File: config.mk
export PLATFORM = sky130hd
export DESIGN_NAME = text_marquee_scroller_core
export DESIGN_NICKNAME = d
export VERILOG_FILES = /design/src/txm_pkg.sv /design/src/text_marquee_scroller_core.sv /design/src/txm_front.sv /design/src/txm_back.sv
export VERILOG_INCLUDE_DIRS = /design/src /design/src/src
export SDC_FILE = /design/constraint.sdc
export NUM_CORES = 1
export LEC_CHECK = 0
export BUFFER_PORTS_ARGS = -buffer_cell sky130_fd_sc_hd__buf_2
export CORE_MARGIN = 3
export CORE_UTILIZATION = 60
export DETAILED_ROUTE_END_ITERATION = 6
export PLACE_DENSITY = 0.77
export RECOVER_POWER = 25
export SYNTH_ARGS = -nofsm -noshare
export SYNTH_HDL_FRONTEND = slang
export SYNTH_HIERARCHICAL = 1
export SYNTH_SLANG_ARGS = --single-unit
File: constraint.sdc
create_clock -name clk -period 5.2 [get_ports clk]
set_clock_uncertainty 0.1 [all_clocks]
set_input_delay 0.78 -clock clk [delete_from_list [all_inputs] [get_ports clk]]
set_output_delay 0.78 -clock clk [all_outputs]
set_load 0.05 [all_outputs]
File: src/assert_macros.svh
`ifndef ASSERT_MACROS_SVH
`define ASSERT_MACROS_SVH

// Property that must hold at every clock edge outside reset.
`define ASSERT_ALWAYS(label, clk, rst_n, expr) \
  label: assert property (@(posedge clk) disable iff (!rst_n) (expr)) \
    else $error("assertion failed");

// Consequent must hold in the same cycle as the antecedent.
`define ASSERT_IMPLIES(label, clk, rst_n, pre, post) \
  label: assert property (@(posedge clk) disable iff (!rst_n) (pre) |-> (post)) \
    else $error("assertion failed");

// Consequent must hold in the cycle after the antecedent.
`define ASSERT_NEXT(label, clk, rst_n, pre, post) \
  label: assert property (@(posedge clk) disable iff (!rst_n) (pre) |=> (post)) \
    else $error("assertion failed");

`endif

File: src/txm_pkg.sv
`default_nettype none

package txm_pkg;

  localparam int NAME_MAX   = 32;
  localparam int LINE_CHARS = 21;
  localparam int PAD_SPACES = 3;

  localparam int CHAR_W = 8;
  localparam int ADDR_W = $clog2(NAME_MAX);
  localparam int LEN_W  = 6;
  localparam int COL_W  = 5;

  localparam logic [CHAR_W-1:0] SPACE_CHAR = 8'h20;

  localparam logic [LEN_W-1:0] LEN_MAX  = LEN_W'(NAME_MAX);
  localparam logic [LEN_W-1:0] LINE_LEN = LEN_W'(LINE_CHARS);
  localparam logic [LEN_W-1:0] PAD_LEN  = LEN_W'(PAD_SPACES);
  localparam logic [COL_W-1:0] COL_LAST = COL_W'(LINE_CHARS - 1);

  localparam logic [1:0] OP_LOAD = 2'd0;
  localparam logic [1:0] OP_NEW  = 2'd1;
  localparam logic [1:0] OP_TICK = 2'd2;

  typedef struct packed {
    logic [1:0]        op;
    logic [CHAR_W-1:0] ch;
  } cmd_t;

  typedef struct packed {
    logic [CHAR_W-1:0] ch;
    logic [COL_W-1:0]  column;
    logic              last;
  } res_t;

endpackage

`default_nettype wire

File: src/text_marquee_scroller_core.sv
// Scrolling text marquee. Both channels behave as queues. A request is
// accepted on in_push while in_full is low. A load request (in_func low)
// stores in_char_in as the next text character; in_first_char high starts a
// new text and rewinds the scroll position. Characters past 32 are dropped.
// A tick request (in_func high) produces 21 results, one per display column,
// each carrying out_char_out, out_column and out_last on the final column.
// Text of up to 21 characters is shown padded with spaces; longer text is
// shown as a ring with three trailing spaces and advances one place per tick.
// A result is presented while out_empty is low and taken with out_pop.
// A load request writes the name store when dequeued. A tick makes the
// sequencer issue one name-store read per column, one result per cycle while
// the output queue has room; each read is registered, then queued. Requests
// are not dequeued while the sequencer is busy with a tick's columns.
// Requests wait in a two-entry command queue; results wait in a four-entry
// output queue. When out_pop stays low, the output queue fills, the
// sequencer pauses and in_full rises once the command queue is full. Reset
// empties both queues and clears the text length and scroll position; the
// name store contents are not cleared.
`default_nettype none

module text_marquee_scroller_core (
  input  wire                           clk,
  input  wire                           rst_n,
  input  wire                           in_push,
  output logic                          in_full,
  input  wire                           in_func,
  input  wire  [txm_pkg::CHAR_W-1:0]    in_char_in,
  input  wire                           in_first_char,
  output logic                          out_empty,
  input  wire                           out_pop,
  output logic [txm_pkg::CHAR_W-1:0]    out_char_out,
  output logic [txm_pkg::COL_W-1:0]     out_column,
  output logic                          out_last
);

  logic          cmd_valid;
  logic          cmd_pop;
  txm_pkg::cmd_t cmd;

  txm_front u_front (
    .clk           (clk),
    .rst_n         (rst_n),
    .in_push       (in_push),
    .in_full       (in_full),
    .in_func       (in_func),
    .in_char_in    (in_char_in),
    .in_first_char (in_first_char),
    .cmd_valid     (cmd_valid),
    .cmd           (cmd),
    .cmd_pop       (cmd_pop)
  );

  txm_back u_back (
    .clk          (clk),
    .rst_n        (rst_n),
    .cmd_valid    (cmd_valid),
    .cmd          (cmd),
    .cmd_pop      (cmd_pop),
    .out_empty    (out_empty),
    .out_pop      (out_pop),
    .out_char_out (out_char_out),
    .out_column   (out_column),
    .out_last     (out_last)
  );

endmodule

`default_nettype wire

File: src/txm_front.sv
`default_nettype none

`include "assert_macros.svh"

module txm_front (
  input  wire                           clk,
  input  wire                           rst_n,
  input  wire                           in_push,
  output logic                          in_full,
  input  wire                           in_func,
  input  wire  [txm_pkg::CHAR_W-1:0]    in_char_in,
  input  wire                           in_first_char,
  output logic                          cmd_valid,
  output txm_pkg::cmd_t                 cmd,
  input  wire                           cmd_pop
);

  txm_pkg::cmd_t q_r [2];
  logic          wp_r, wp_nxt;
  logic          rp_r, rp_nxt;
  logic [1:0]    cnt_r, cnt_nxt;
  logic          push_acc;
  txm_pkg::cmd_t cmd_in;

  always_comb begin
    cmd_in.ch = in_char_in;
    if (in_func) begin
      cmd_in.op = txm_pkg::OP_TICK;
    end else if (in_first_char) begin
      cmd_in.op = txm_pkg::OP_NEW;
    end else begin
      cmd_in.op = txm_pkg::OP_LOAD;
    end
  end

  assign in_full   = (cnt_r == 2'd2);
  assign push_acc  = in_push && !in_full;
  assign cmd_valid = (cnt_r != 2'd0);
  assign cmd       = q_r[rp_r];

  always_comb begin
    wp_nxt  = wp_r ^ push_acc;
    rp_nxt  = rp_r ^ cmd_pop;
    cnt_nxt = cnt_r + 2'(push_acc) - 2'(cmd_pop);
  end

  always_ff @(posedge clk) begin
    if (!rst_n) begin
      wp_r  <= 1'b0;
      rp_r  <= 1'b0;
      cnt_r <= 2'd0;
    end else begin
      wp_r  <= wp_nxt;
      rp_r  <= rp_nxt;
      cnt_r <= cnt_nxt;
    end
  end

  always_ff @(posedge clk) begin
    if (push_acc) begin
      q_r[wp_r] <= cmd_in;
    end
  end

  `ASSERT_ALWAYS(a_cnt_bound, clk, rst_n, cnt_r <= 2'd2)
  `ASSERT_IMPLIES(a_pop_nonempty, clk, rst_n, cmd_pop, cmd_valid)
  `ASSERT_NEXT(a_push_grows, clk, rst_n, push_acc && !cmd_pop, cnt_r == $past(cnt_r) + 2'd1)

endmodule

`default_nettype wire

File: src/txm_back.sv
`default_nettype none

`include "assert_macros.svh"

module txm_back (
  input  wire                           clk,
  input  wire                           rst_n,
  input  wire                           cmd_valid,
  input  txm_pkg::cmd_t                 cmd,
  output logic                          cmd_pop,
  output logic                          out_empty,
  input  wire                           out_pop,
  output logic [txm_pkg::CHAR_W-1:0]    out_char_out,
  output logic [txm_pkg::COL_W-1:0]     out_column,
  output logic                          out_last
);

  localparam int OQ_DEPTH = 4;
  localparam int OQ_AW    = $clog2(OQ_DEPTH);
  localparam int OQ_CW    = $clog2(OQ_DEPTH + 1);

  logic [txm_pkg::CHAR_W-1:0] mem [txm_pkg::NAME_MAX];
  logic [txm_pkg::CHAR_W-1:0] mem_q_r;

  logic [txm_pkg::LEN_W-1:0]  len_r, len_nxt;
  logic [txm_pkg::LEN_W-1:0]  off_r, off_nxt;
  logic [txm_pkg::LEN_W-1:0]  base_r, base_nxt;
  logic                       long_r, long_nxt;
  logic                       busy_r, busy_nxt;
  logic [txm_pkg::COL_W-1:0]  col_r, col_nxt;

  logic                       rd_v_r;
  logic                       rd_space_r;
  logic [txm_pkg::COL_W-1:0]  rd_col_r;

  txm_pkg::res_t              oq_r [OQ_DEPTH];
  logic [OQ_AW-1:0]           owp_r, orp_r;
  logic [OQ_CW-1:0]           ocnt_r;

  logic [txm_pkg::LEN_W-1:0]  ring;
  logic [txm_pkg::LEN_W-1:0]  pos;
  logic [txm_pkg::LEN_W-1:0]  pos_w;
  logic [txm_pkg::LEN_W-1:0]  off_inc;
  logic                       issue;
  logic                       issue_last;
  logic                       we;
  logic [txm_pkg::ADDR_W-1:0] wa;
  logic                       pop_acc;
  txm_pkg::res_t              oq_in;

  assign ring       = len_r + txm_pkg::PAD_LEN;
  assign pos        = base_r + txm_pkg::LEN_W'(col_r);
  assign pos_w      = (long_r && (pos >= ring)) ? (pos - ring) : pos;
  assign off_inc    = off_r + 6'd1;
  assign issue      = busy_r && ((ocnt_r + OQ_CW'(rd_v_r)) < OQ_CW'(OQ_DEPTH));
  assign issue_last = issue && (col_r == txm_pkg::COL_LAST);
  assign cmd_pop    = cmd_valid && !busy_r;
  assign pop_acc    = out_pop && !out_empty;

  always_comb begin
    len_nxt  = len_r;
    off_nxt  = off_r;
    base_nxt = base_r;
    long_nxt = long_r;
    busy_nxt = busy_r;
    col_nxt  = col_r;
    we       = 1'b0;
    wa       = len_r[txm_pkg::ADDR_W-1:0];
    if (cmd_pop) begin
      case (cmd.op)
        txm_pkg::OP_NEW: begin
          we      = 1'b1;
          wa      = '0;
          len_nxt = 6'd1;
          off_nxt = '0;
        end
        txm_pkg::OP_LOAD: begin
          if (len_r < txm_pkg::LEN_MAX) begin
            we      = 1'b1;
            len_nxt = len_r + 6'd1;
          end
        end
        txm_pkg::OP_TICK: begin
          busy_nxt = 1'b1;
          col_nxt  = '0;
          long_nxt = (len_r > txm_pkg::LINE_LEN);
          base_nxt = (len_r > txm_pkg::LINE_LEN) ? off_r : '0;
        end
        default: begin
        end
      endcase
    end
    if (issue) begin
      col_nxt = col_r + 5'd1;
      if (issue_last) begin
        busy_nxt = 1'b0;
        if (long_r) begin
          off_nxt = (off_inc >= ring) ? '0 : off_inc;
        end
      end
    end
  end

  always_ff @(posedge clk) begin
    if (!rst_n) begin
      len_r  <= '0;
      off_r  <= '0;
      busy_r <= 1'b0;
      rd_v_r <= 1'b0;
      owp_r  <= '0;
      orp_r  <= '0;
      ocnt_r <= '0;
    end else begin
      len_r  <= len_nxt;
      off_r  <= off_nxt;
      busy_r <= busy_nxt;
      rd_v_r <= issue;
      owp_r  <= owp_r + OQ_AW'(rd_v_r);
      orp_r  <= orp_r + OQ_AW'(pop_acc);
      ocnt_r <= ocnt_r + OQ_CW'(rd_v_r) - OQ_CW'(pop_acc);
    end
  end

  always_ff @(posedge clk) begin
    base_r <= base_nxt;
    long_r <= long_nxt;
    col_r  <= col_nxt;
    if (issue) begin
      rd_space_r <= (pos_w >= len_r);
      rd_col_r   <= col_r;
    end
  end

  always_ff @(posedge clk) begin
    if (we) begin
      mem[wa] <= cmd.ch;
    end
    if (issue) begin
      mem_q_r <= mem[pos_w[txm_pkg::ADDR_W-1:0]];
    end
  end

  always_comb begin
    oq_in.ch     = rd_space_r ? txm_pkg::SPACE_CHAR : mem_q_r;
    oq_in.column = rd_col_r;
    oq_in.last   = (rd_col_r == txm_pkg::COL_LAST);
  end

  always_ff @(posedge clk) begin
    if (rd_v_r) begin
      oq_r[owp_r] <= oq_in;
    end
  end

  assign out_empty    = (ocnt_r == '0);
  assign out_char_out = oq_r[orp_r].ch;
  assign out_column   = oq_r[orp_r].column;
  assign out_last     = oq_r[orp_r].last;

  `ASSERT_ALWAYS(a_oq_bound, clk, rst_n, ocnt_r <= OQ_CW'(OQ_DEPTH))
  `ASSERT_IMPLIES(a_col_range, clk, rst_n, busy_r, col_r <= txm_pkg::COL_LAST)
  `ASSERT_IMPLIES(a_off_in_ring, clk, rst_n, len_r > txm_pkg::LINE_LEN, off_r < ring)

endmodule

`default_nettype wire
* Word level (Yosys, flattened, before mapping)
Memories as Yosys holds them, arrays and structs flattened. A register that Yosys moved wholly into a read port is not among the register bits. Cells that the tools add are included.
Operators by class: equal/unequal tests 6, reduce and logical (&&, ||, !) cells 18, $add $sub $neg 12, bitwise operators 2, $lt $le $gt $ge 6, mux-type cells 32
Operators by type and width (count):
- 2-to-1 mux 6 bit | 8
- 2-to-1 mux 5 bit | 5
- >= comparator 6 bit | 3
- 2-to-1 mux 1 bit | 14
- adder 6 x 1 -> 6 bit (second input constant) | 2
- one-hot mux 6 bit (2 select lines) | 1
- equality test 5 bit (second input constant) | 2
- 2-to-1 mux 8 bit | 1
- nonzero test 2 bit | 4
- adder 2 x 1 -> 2 bit | 3
- adder 6 x 2 -> 6 bit (second input constant) | 1
- adder 6 x 5 -> 6 bit | 1
- greater-than comparator 6 x 5 -> 1 bit (second input constant) | 1
- logical AND 1 bit | 6
- less-than comparator 6 bit (second input constant) | 1
- subtractor 6 bit | 1
- adder 5 x 1 -> 5 bit (second input constant) | 1
- equality test 2 bit (second input constant) | 2
- 2-to-1 mux 2 bit | 2
- AND reduction 2 bit | 2
- adder 3 x 1 -> 3 bit | 1
- zero test 1 bit | 3
- zero test 3 bit | 1
- less-than comparator 3 bit (second input constant) | 1
- 8 further kinds | 9
Storage, ports and cells: register bits after elaboration 43, output and inout bits 16, input port bits 14, memories 3, bits in writable memories 332
Memory list:
- u_back.mem | words 32, bits a word 8, read ports 1, clocked after Yosys merged registers in 1, write ports 1, RTL line txm_back.sv:22 | logic [txm_pkg::CHAR_W-1:0] mem [txm_pkg::NAME_MAX];
- u_back.oq_r | words 4, bits a word 14, read ports 1, clocked after Yosys merged registers in 1, write ports 1, RTL line txm_back.sv:36 | txm_pkg::res_t oq_r [OQ_DEPTH];
- u_front.q_r | words 2, bits a word 10, read ports 1, clocked after Yosys merged registers in 1, write ports 1, RTL line txm_front.sv:18 | txm_pkg::cmd_t q_r [2];

* Logic depth before layout (Yosys ltp)
Gate-level depths: netlist of the first run.
word-level depth 6, mapped depth 21, mapped depth without buffers 21

* Hierarchy
Netlist of the first run, hierarchy kept.
By module, submodules not included:
- txm_back | times used 1, cells each 1076, area an instance 15439.8 um^2
- txm_front | times used 1, cells each 55, area an instance 974.7 um^2

* Least setup slack after synthesis of the first run
No wires, ideal clock.
path kind register -> register, start point reg u_back/col_r[0] in the netlist's numbering, end point reg u_back.rd_space_r, data pin, arrival 3.995 ns, buffers on the path 2, stages on the path, launching flop included 22, path slack 0.849 ns, path through edfxtp_1 -> ha_1 -> inv_1 -> fa_1 -> nor2b_1 -> o21a_1 -> or3_1 -> and2_1 -> ha_1 -> o21a_1 -> o21a_1 -> a21oi_2 -> buf_4 -> nor2_1 -> buf_2 -> ha_1 -> a21o_1 -> a21o_1 -> a21oi_1 -> nor2b_1 -> o21ai_0 -> nand2b_1
Between the ends: cells in the longest elaborated chain, start to end 5, elaborated cells on any way between the ends 6
RTL lines:
- start, declared | RTL line txm_back.sv:30 | logic [txm_pkg::COL_W-1:0] col_r, col_nxt;
- start signal, assigned | RTL line txm_back.sv:127 | col_r <= col_nxt;
- adder 6 x 5 -> 6 bit (*) | RTL line txm_back.sv:52 | assign pos = base_r + txm_pkg::LEN_W'(col_r);
- >= comparator 6 bit | RTL line txm_back.sv:53 | assign pos_w = (long_r && (pos >= ring)) ? (pos - ring) : pos;
- logical AND 1 bit | RTL line txm_back.sv:53
- 2-to-1 mux 6 bit (*) | RTL line txm_back.sv:53
- >= comparator 6 bit (*) | RTL line txm_back.sv:129 | rd_space_r <= (pos_w >= len_r);
- end signal, assigned | RTL line txm_back.sv:129
- end, declared | RTL line txm_back.sv:33 | logic rd_space_r;
Mark *: on every way between the ends. The rest lies on a longest branch, timed or not. A chain may end at the register's enable or synchronous reset.

* Worst setup path after layout of the first run
start point reg u_back/col_r[0] in the netlist's numbering, end point reg u_back/mem_q_r[3] in the netlist's numbering, read port of u_back.mem, data pin
Between the ends: cells in the longest elaborated chain, start to end 4, elaborated cells on any way between the ends 5
RTL lines:
- adder 6 x 5 -> 6 bit (*) | RTL line txm_back.sv:52
- >= comparator 6 bit | RTL line txm_back.sv:53
- logical AND 1 bit | RTL line txm_back.sv:53
- 2-to-1 mux 6 bit (*) | RTL line txm_back.sv:53
- end, declared | RTL line txm_back.sv:23 | logic [txm_pkg::CHAR_W-1:0] mem_q_r;
Marks and branches as above.

==> summary.txt, run 1 <==
Run status
  • Status: complete, no violations

Detailed routing
  • WL/cell: roughly 25 um
  • DR vias/cell: 6.79
  • Via count: around 10,000
  • Antenna Violating Nets Remaining: 0
  • # DRC: 0
  • First DRT Iteration DRCs: between 1,000 and 1,500
  • Drt first pass iters: 5
  • Total routed wirelength: 37.9 mm

Synthesis
  • Mean area per synthesized cell: 14.5 um^2
  • Post-synth top flop: edfxtp_1
  • FF+latch count, synth: between 300 and 400
  • Largest family of logic cells by synthesized area: compound AO/OA/AOI/OAI gates
  • Adder-Cell Fraction of Synth Area: under 10%
  • Cell variety after synth: 56
  • Async SR Flop Fraction: 0%
  • Cells after Synth: approximately 1,100
  • Largest cells by area after synthesis: edfxtp_1, a32oi_1, nand3_1
  • Syn Std Cell Area: ~16,000 um^2
  • Xor/xnor share of the synthesized area: roughly 1.4%
  • Synth Area in Compound Gates: 11.1%
  • Synthesis Warnings: 6
  • Mapped Nets: around 1,200
  • Synth top area share: 65.5%
  • Post-synth EDFFs: about 360
  • Most frequent cell after synthesis: edfxtp_1
  • Synth area leader: edfxtp_1
  • Sequential area share after synthesis: 68.7%
  • Top post-synthesis cells by count: edfxtp_1, nand3_1, o21ai_0, a32oi_1, nor2_1
  • Mux cell area share after synthesis: under 10%
  • Simple-Gate Fraction of Synth Area: around 8.6%

Critical path
  • FF-to-FF End: u_back/mem_q_r[3]
  • Critical path arrival: 5.04 ns
  • Reg-to-Reg Start: u_back/col_r[0]
  • Startpoint Class: flop
  • Crit-path max FO: 39
  • Worst path required time: about 5.5 ns
  • R2R depth: 16
  • CP Class: reg -> reg
  • R2r setup slk: between 0.4 and 0.5 ns
  • Crit. End Element: flop

Final layout
  • Post-layout instance count excluding filler cells: between 1,500 and 2,000
  • Area growth syn-to-layout: 10.4%
  • Design area: 18,100 um^2
  • Ant diodes: 0
  • FF/Latch Area: ~11,000 um^2
  • Multi-input combinational cell area: 4790 um^2
  • Fill cells: 1,730
  • Fin nets: 1,212
  • Share of cells above drive strength 1: between 10% and 20%

Place
  • Post-DP HPWL: around 24 mm
  • Place WS: about 0.55 ns
  • Placed cell count: between 1,000 and 1,500
  • Port bufs: 29
  • Placed Area: 17,000 um^2
  • Final GP Congestion: around 0.90

Die
  • Die H: around 170 um
  • CORE AREA: 26,500 um^2
  • Initial core utilization: 61.9%
  • Rows: 59
  • Die width: 171 um
  • Io pins: 30
  • Die ar.: 29,400 um^2

CTS
  • Total clock sinks: 384
  • H-tree levels: 2
  • Post-cts gate resize count: 0
  • CTS clk-pin slew, worst paths: about 0.060 ns
  • Clock Latency Late Sink: 0.52 ns
  • Deepest clock path buffer count: 3
  • Num CTS Buffers: 39
  • Post-CTS setup buffers: 0
  • Root Driver: clkbuf_16
  • CTS tree: yes
  • CTS Hold Bufs: 0

STA
  • Period Utilization, post-route: 91.5%
  • Unrepaired setup endpoints after global routing: false
  • Worst-margin pin slew: ~1.1 ns
  • Slew headroom: 23.5%
  • Fmax: about 0.21 GHz
  • Final worst slack: 0.440 ns
  • Tmin final: between 4 and 5 ns
  • Max Slew Vio Count: 0
  • Final setup vio count: 0
  • Endpoints failing hold: 0
  • Fin Setup TNS: 0 ns

Min path
  • Hold Path Depth: 1
  • Hold Path Class: in -> reg
  • Hold path endpoint: u_front/q_r[0][3]
  • Hold_sp: in_char_in[3]

Power and ir drop
  • Sw Ratio: 40.7%
  • PD cells: between 600 and 700 nW/um^2
  • Sequential power share: around a third
  • Lkg Pwr: between 5 and 6 nW
  • Clock power share: 21.7%
  • Internal Pwr Total: 7.12 mW
  • Gate power share: between 40% and 50%
  • Switching power: 4.88 mW
  • Max IR drop VDD: roughly 600 uV
  • Tot Pwr: 12.0 mW

Global route
  • First-pass GRT wire length: 59.0 mm
  • Tot GR Track Use: a little over a quarter
  • Vias in the first global route: slightly below 10,000
  • Initial antenna violation count: 0
  • Largest net degree at the start of global routing: between 90 and 100
  • Global route overflow: 0

Job
  • Max-Cap Viols: 0
==> registers in the layout (all words and copies together) (netlist names), 3 cells and up, named ones only <==
register	flops
u_back/ocnt_r	3
u_back/mem_q_r	8
u_back/col_r	5
u_front/q_r	20
u_back/mem	256
u_back/off_r	6
u_back/oq_r	56
u_back/len_r	6
u_back/rd_col_r	5
u_back/base_r	6
==> worst max-delay path: stages, from the launching register on <==
cell and delay (ns):
edfxtp_1 0.48, ha_1 0.24, inv_1 0.07, fa_1 0.21, nor2b_1 0.06, o21a_1 0.17, or3_1 0.32, and2_1 0.19
ha_1 0.34, o21a_1 0.22, o21ai_2 0.45, or3_2 0.50, buf_12 0.27, a32oi_1 0.13, a22oi_1 0.41, o2111ai_1 0.25
nand4_1 0.17
==> cell families after synthesis <==
kind of cell	after synthesis
buf+inv	90
simple gates	273
xor+xnor	25
fa+ha+maj	41
flops	384
compound gates	263
mux	55
==> routing by layer <==
layer	up-vias	GRT usage (%)	wire length, um	part of all wire [%]
met4	0	6.93	1000	2.6
met3	74	4.90	3980	10
met5	-	0	0	0
li1	4554	-	-	-
met2	662	40.5	17500	46
met1	5036	39.1	15400	41
==> layout make-up <==
type / count / share of cell area, %
clock inverters: 15 / 0.608
multi-input cells: 657 / 26.4
inverters: 23 / 0.476
clock buffers: 54 / 5.98
flip-flops and latches: 384 / 62.2
repair buffers: 52 / 2.02
well taps: 335 / 2.31
==> power by group through the flow <==
| stage | clock [mW] | sequential, mW | combinational (mW) |
|---|---|---|---|
| CTS | 2.65 | 4.03 | 5.25 |
| finish | 2.61 | 4.03 | 5.37 |
| floorplan | 0 | 3.99 | 3.62 |
| global route | 2.78 | 4.05 | 5.73 |
| global placement | 0 | 4.09 | 5.12 |
| detailed placement | 0 | 4.09 | 5.22 |
==> stage by stage <==
step / util, % / hold WS (ns)
floorplan: - / 0.339
global placement: 64.0 / 0.366
detailed placement: 64.0 / 0.378
CTS: 68.5 / 0.324
global route: 68.4 / 0.331
finish: 68.4 / 0.341
==> how the worst max path moves through the flow <==
stage | cells past startpoint | slack, ns | startpoint | endpoint
floorplan | 21 | 0.85 | u_back/col_r[0] | u_back/rd_space_r
global placement | 16 | 0.62 | u_back/col_r[0] | u_back/mem_q_r[3]
detailed placement | 16 | 0.55 | u_back/col_r[0] | u_back/mem_q_r[3]
CTS | 16 | 0.50 | u_back/col_r[0] | u_back/mem_q_r[3]
global route | 21 | 0.23 | u_back/col_r[0] | u_back/rd_space_r
finish | 16 | 0.44 | u_back/col_r[0] | u_back/mem_q_r[3]
==> placed cells by master, fill, tap and decap left out, types with 26 or more instances in the layout <==
master     count
a32oi_1       64
clkbuf_16     40
dfxtp_1       26
edfxtp_1     358
ha_1          39
mux2_2        37
nand2_1       27
nand3_1      108
nor2_1        49
o2111ai_1     33
o21ai_0      105
Power figures use the tool's default switching activity.
==> run 2, diff against run 1 <==
- CORE_ASPECT_RATIO: not set -> 1.75
- CORE_MARGIN: 3 -> 8
==> run 2 against run 1 <==
  * Clock power shrank 2%
  * Die area rose by 13%
  * Worst hold slack gained 0.0039 ns
  * Fmax is 1.1% higher
  * Largest power group unchanged
==> summary.txt, run 2 (synthesized netlist as in run 1, its figures left out) <==
Detailed routing
  • First DRT Iteration DRCs: 1,307 (was 1,458)
  • Total routed wirelength: 40.1 mm (was 37.9 mm)
  • Via count: 10,500 (was 10,300)
  • WL/cell: 25.7 um (was 25.0 um)
  • DR vias/cell: 6.73 (was 6.79)
  • Antenna Violating Nets Remaining: 0 (unchanged)
  • Drt first pass iters: 6 (was 5)
  • # DRC: 0 (unchanged)

Global route
  • Tot GR Track Use: 24.2% (was 26.2%)
  • Largest net degree at the start of global routing: 99 (unchanged)
  • Vias in the first global route: 10,700 (was 9,938)
  • Global route overflow: 0 (unchanged)
  • Initial antenna violation count: 0 (unchanged)
  • First-pass GRT wire length: 61.5 mm (was 59.0 mm)

Power and ir drop
  • Sw Ratio: 40.7% (about the same)
  • Internal Pwr Total: 7.18 mW (was 7.12 mW)
  • Sequential power share: 33.3% (was 33.5%)
  • PD cells: 666 nW/um^2 (was 662 nW/um^2)
  • Lkg Pwr: 5.92 nW (was 5.91 nW)
  • Max IR drop VDD: 502 uV (was 601 uV)
  • Clock power share: 21.2% (was 21.7%)
  • Switching power: 4.92 mW (was 4.88 mW)
  • Tot Pwr: 12.1 mW (was 12.0 mW)
  • Gate power share: 45.5% (was 44.7%)

Die
  • Io pins: 30 (unchanged)
  • CORE AREA: 27,100 um^2 (was 26,500 um^2)
  • Die H: 235 um (was 171 um)
  • Die ar.: 33,100 um^2 (was 29,400 um^2)
  • Initial core utilization: 60.5% (was 61.9%)
  • Rows: 80 (was 59)
  • Die width: 141 um (was 171 um)

CTS
  • CTS tree: yes (unchanged)
  • Num CTS Buffers: 34 (was 39)
  • Deepest clock path buffer count: 3 (unchanged)
  • Post-cts gate resize count: 0 (unchanged)
  • Total clock sinks: 384 (unchanged)
  • CTS clk-pin slew, worst paths: 0.07 ns (was 0.06 ns)
  • Clock Latency Late Sink: 0.53 ns (was 0.52 ns)
  • Post-CTS setup buffers: 0 (unchanged)
  • H-tree levels: 2 (unchanged)
  • CTS Hold Bufs: 0 (unchanged)
  • Root Driver: clkbuf_16 (unchanged)

STA
  • Fin Setup TNS: 0 ns (unchanged)
  • Final setup vio count: 0 (unchanged)
  • Period Utilization, post-route: 90.5% (was 91.5%)
  • Endpoints failing hold: 0 (unchanged)
  • Hold_ws: 0.345 ns (was 0.341 ns)
  • Worst-margin pin slew: 1.23 ns (was 1.15 ns)
  • Tmin final: 4.71 ns (was 4.76 ns)
  • Final worst slack: 0.493 ns (was 0.440 ns)
  • Max Slew Vio Count: 0 (unchanged)
  • Unrepaired setup endpoints after global routing: false (unchanged)
  • Fmax: 0.212 GHz (was 0.210 GHz)
  • Slew headroom: 17.5% (was 23.5%)

Final layout
  • Ant diodes: 0 (unchanged)
  • Design area: 18,200 um^2 (was 18,100 um^2)
  • Fin nets: 1,220 (was 1,212)
  • Top reg by flops: u_back/mem (unchanged)
  • Post-layout instance count excluding filler cells: 1,557 (was 1,520)
  • Area growth syn-to-layout: 10.8% (was 10.4%)
  • Max FFs per register: 256 (unchanged)
  • Most frequent cells in the layout: edfxtp_1, nand3_1, o21ai_0 (unchanged)
  • Regs by FF count: u_back/mem x256, u_back/oq_r x56, u_front/q_r x20 (unchanged)
  • Commonest non-fill, non-tap cell in the layout: edfxtp_1 (unchanged)
  • Fill cells: 1,879 (was 1,730)
  • Share of cells above drive strength 1: 15.2% (was 14.3%)
  • Core Util, Final: 67.0% (was 68.4%)

Critical path
  • Slowest CP cell: edfxtp_1 (was or3_2)
  • Crit path from: u_back/col_r[0] (unchanged)
  • FF-to-FF End: u_back/mem_q_r[4] (was u_back/mem_q_r[3])
  • R2R depth: 18 (was 16)
  • Largest stage delay on the critical path: 0.47 ns (was 0.50 ns)
  • Startpoint Class: flop (unchanged)
  • Reg-to-Reg Start: u_back/col_r[0] (unchanged)
  • Critical path arrival: 5.00 ns (was 5.04 ns)
  • CP Class: reg -> reg (unchanged)
  • R2r setup slk: 0.49 ns (was 0.44 ns)
  • Worst-path cell chain: ha_1 -> inv_1 -> fa_1 -> nor2b_1 -> o21a_1 -> or3_1 -> and2_1 -> ha_1 -> o21a_1 -> o21ai_2 -> or3_2 -> buf_12 -> buf_12 -> a32oi_1 -> a32oi_1 -> buf_4 -> o2111ai_1 -> nand4_1 (was ha_1 -> inv_1 -> fa_1 -> nor2b_1 -> o21a_1 -> or3_1 -> and2_1 -> ha_1 -> o21a_1 -> o21ai_2 -> or3_2 -> buf_12 -> a32oi_1 -> a22oi_1 -> o2111ai_1 -> nand4_1)
  • Crit-path max FO: 43 (was 39)
  • Worst path required time: 5.49 ns (was 5.48 ns)
  • Crit. End Element: flop (unchanged)

Run status
  • Status: complete, no violations (unchanged)

Min path
  • Hold_sp: in_char_in[6] (was in_char_in[3])
  • Hold Path Depth: 1 (unchanged)
  • Hold Path Class: in -> reg (unchanged)
  • Hold path endpoint: u_front/q_r[0][6] (was u_front/q_r[0][3])

Place
  • Place WS: 0.572 ns (was 0.547 ns)
  • Port bufs: 29 (unchanged)
  • Post-DP HPWL: 26.2 mm (was 23.5 mm)
  • Placed Area: 17,100 um^2 (was 17,000 um^2)
  • Final GP Congestion: 0.884 (was 0.900)
  • Placed cell count: 1,498 (was 1,451)

Job
  • Max-Cap Viols: 0 (unchanged)
## run 2: cell types whose count changed in the layout (fill, tap and decap cells not counted), sizes merged
cell / delta
buf: +17
bufinv: +4
clkinvlp: +1
clkbuf: -18
clkinv: -3
inv: +2
## run 2: layout make-up
cell class,instances,area [um^2],area share [%]
clock buffers,40,873,4.80
inverters,23,86.3,0.475
repair buffers,65,455,2.51
flip-flops and latches,384,11300,62.0
well taps,369,462,2.54
multi-input cells,657,4790,26.3
clock inverters,19,244,1.34
## run 2: critical path: cells and delay by family (launching register included)
| kind | cells | cell delay [ns] |
|---|---|---|
| AOI/OAI and AO/OA | 6 | 1.49 |
| buffers and inverters | 4 | 0.74 |
| adders and majority gates | 3 | 0.79 |
| DFF | 1 | 0.47 |
| and+or+nand+nor | 5 | 0.95 |
## run 2: worst max path at each step
stage	to	slack, ns
after global routing	u_back/mem_q_r[4]	0.30
after global placement	u_back/mem_q_r[4]	0.69
after CTS	u_back/mem_q_r[4]	0.52
after detailed placement	u_back/mem_q_r[4]	0.57
after floorplan	u_back/rd_space_r	0.85
final	u_back/mem_q_r[4]	0.49
## run 2: per-layer routing
layer,part of all wire [%],global-route usage [%],up-vias
met5,0,0,-
met4,5.6,13.6,0
met3,6.4,3.23,147
met2,54,43.8,567
met1,34,26.7,5209
li1,-,-,4558
## run 2: power groups by stage
stage                     clock, mW  combinational (mW)  sequential [mW]
after detailed placement          0                5.39             4.09
after CTS                      2.60                5.43             4.03
final                          2.57                5.51             4.02
after global placement            0                5.27             4.09
after floorplan                   0                3.62             3.99
after global routing           2.72                5.82             4.04
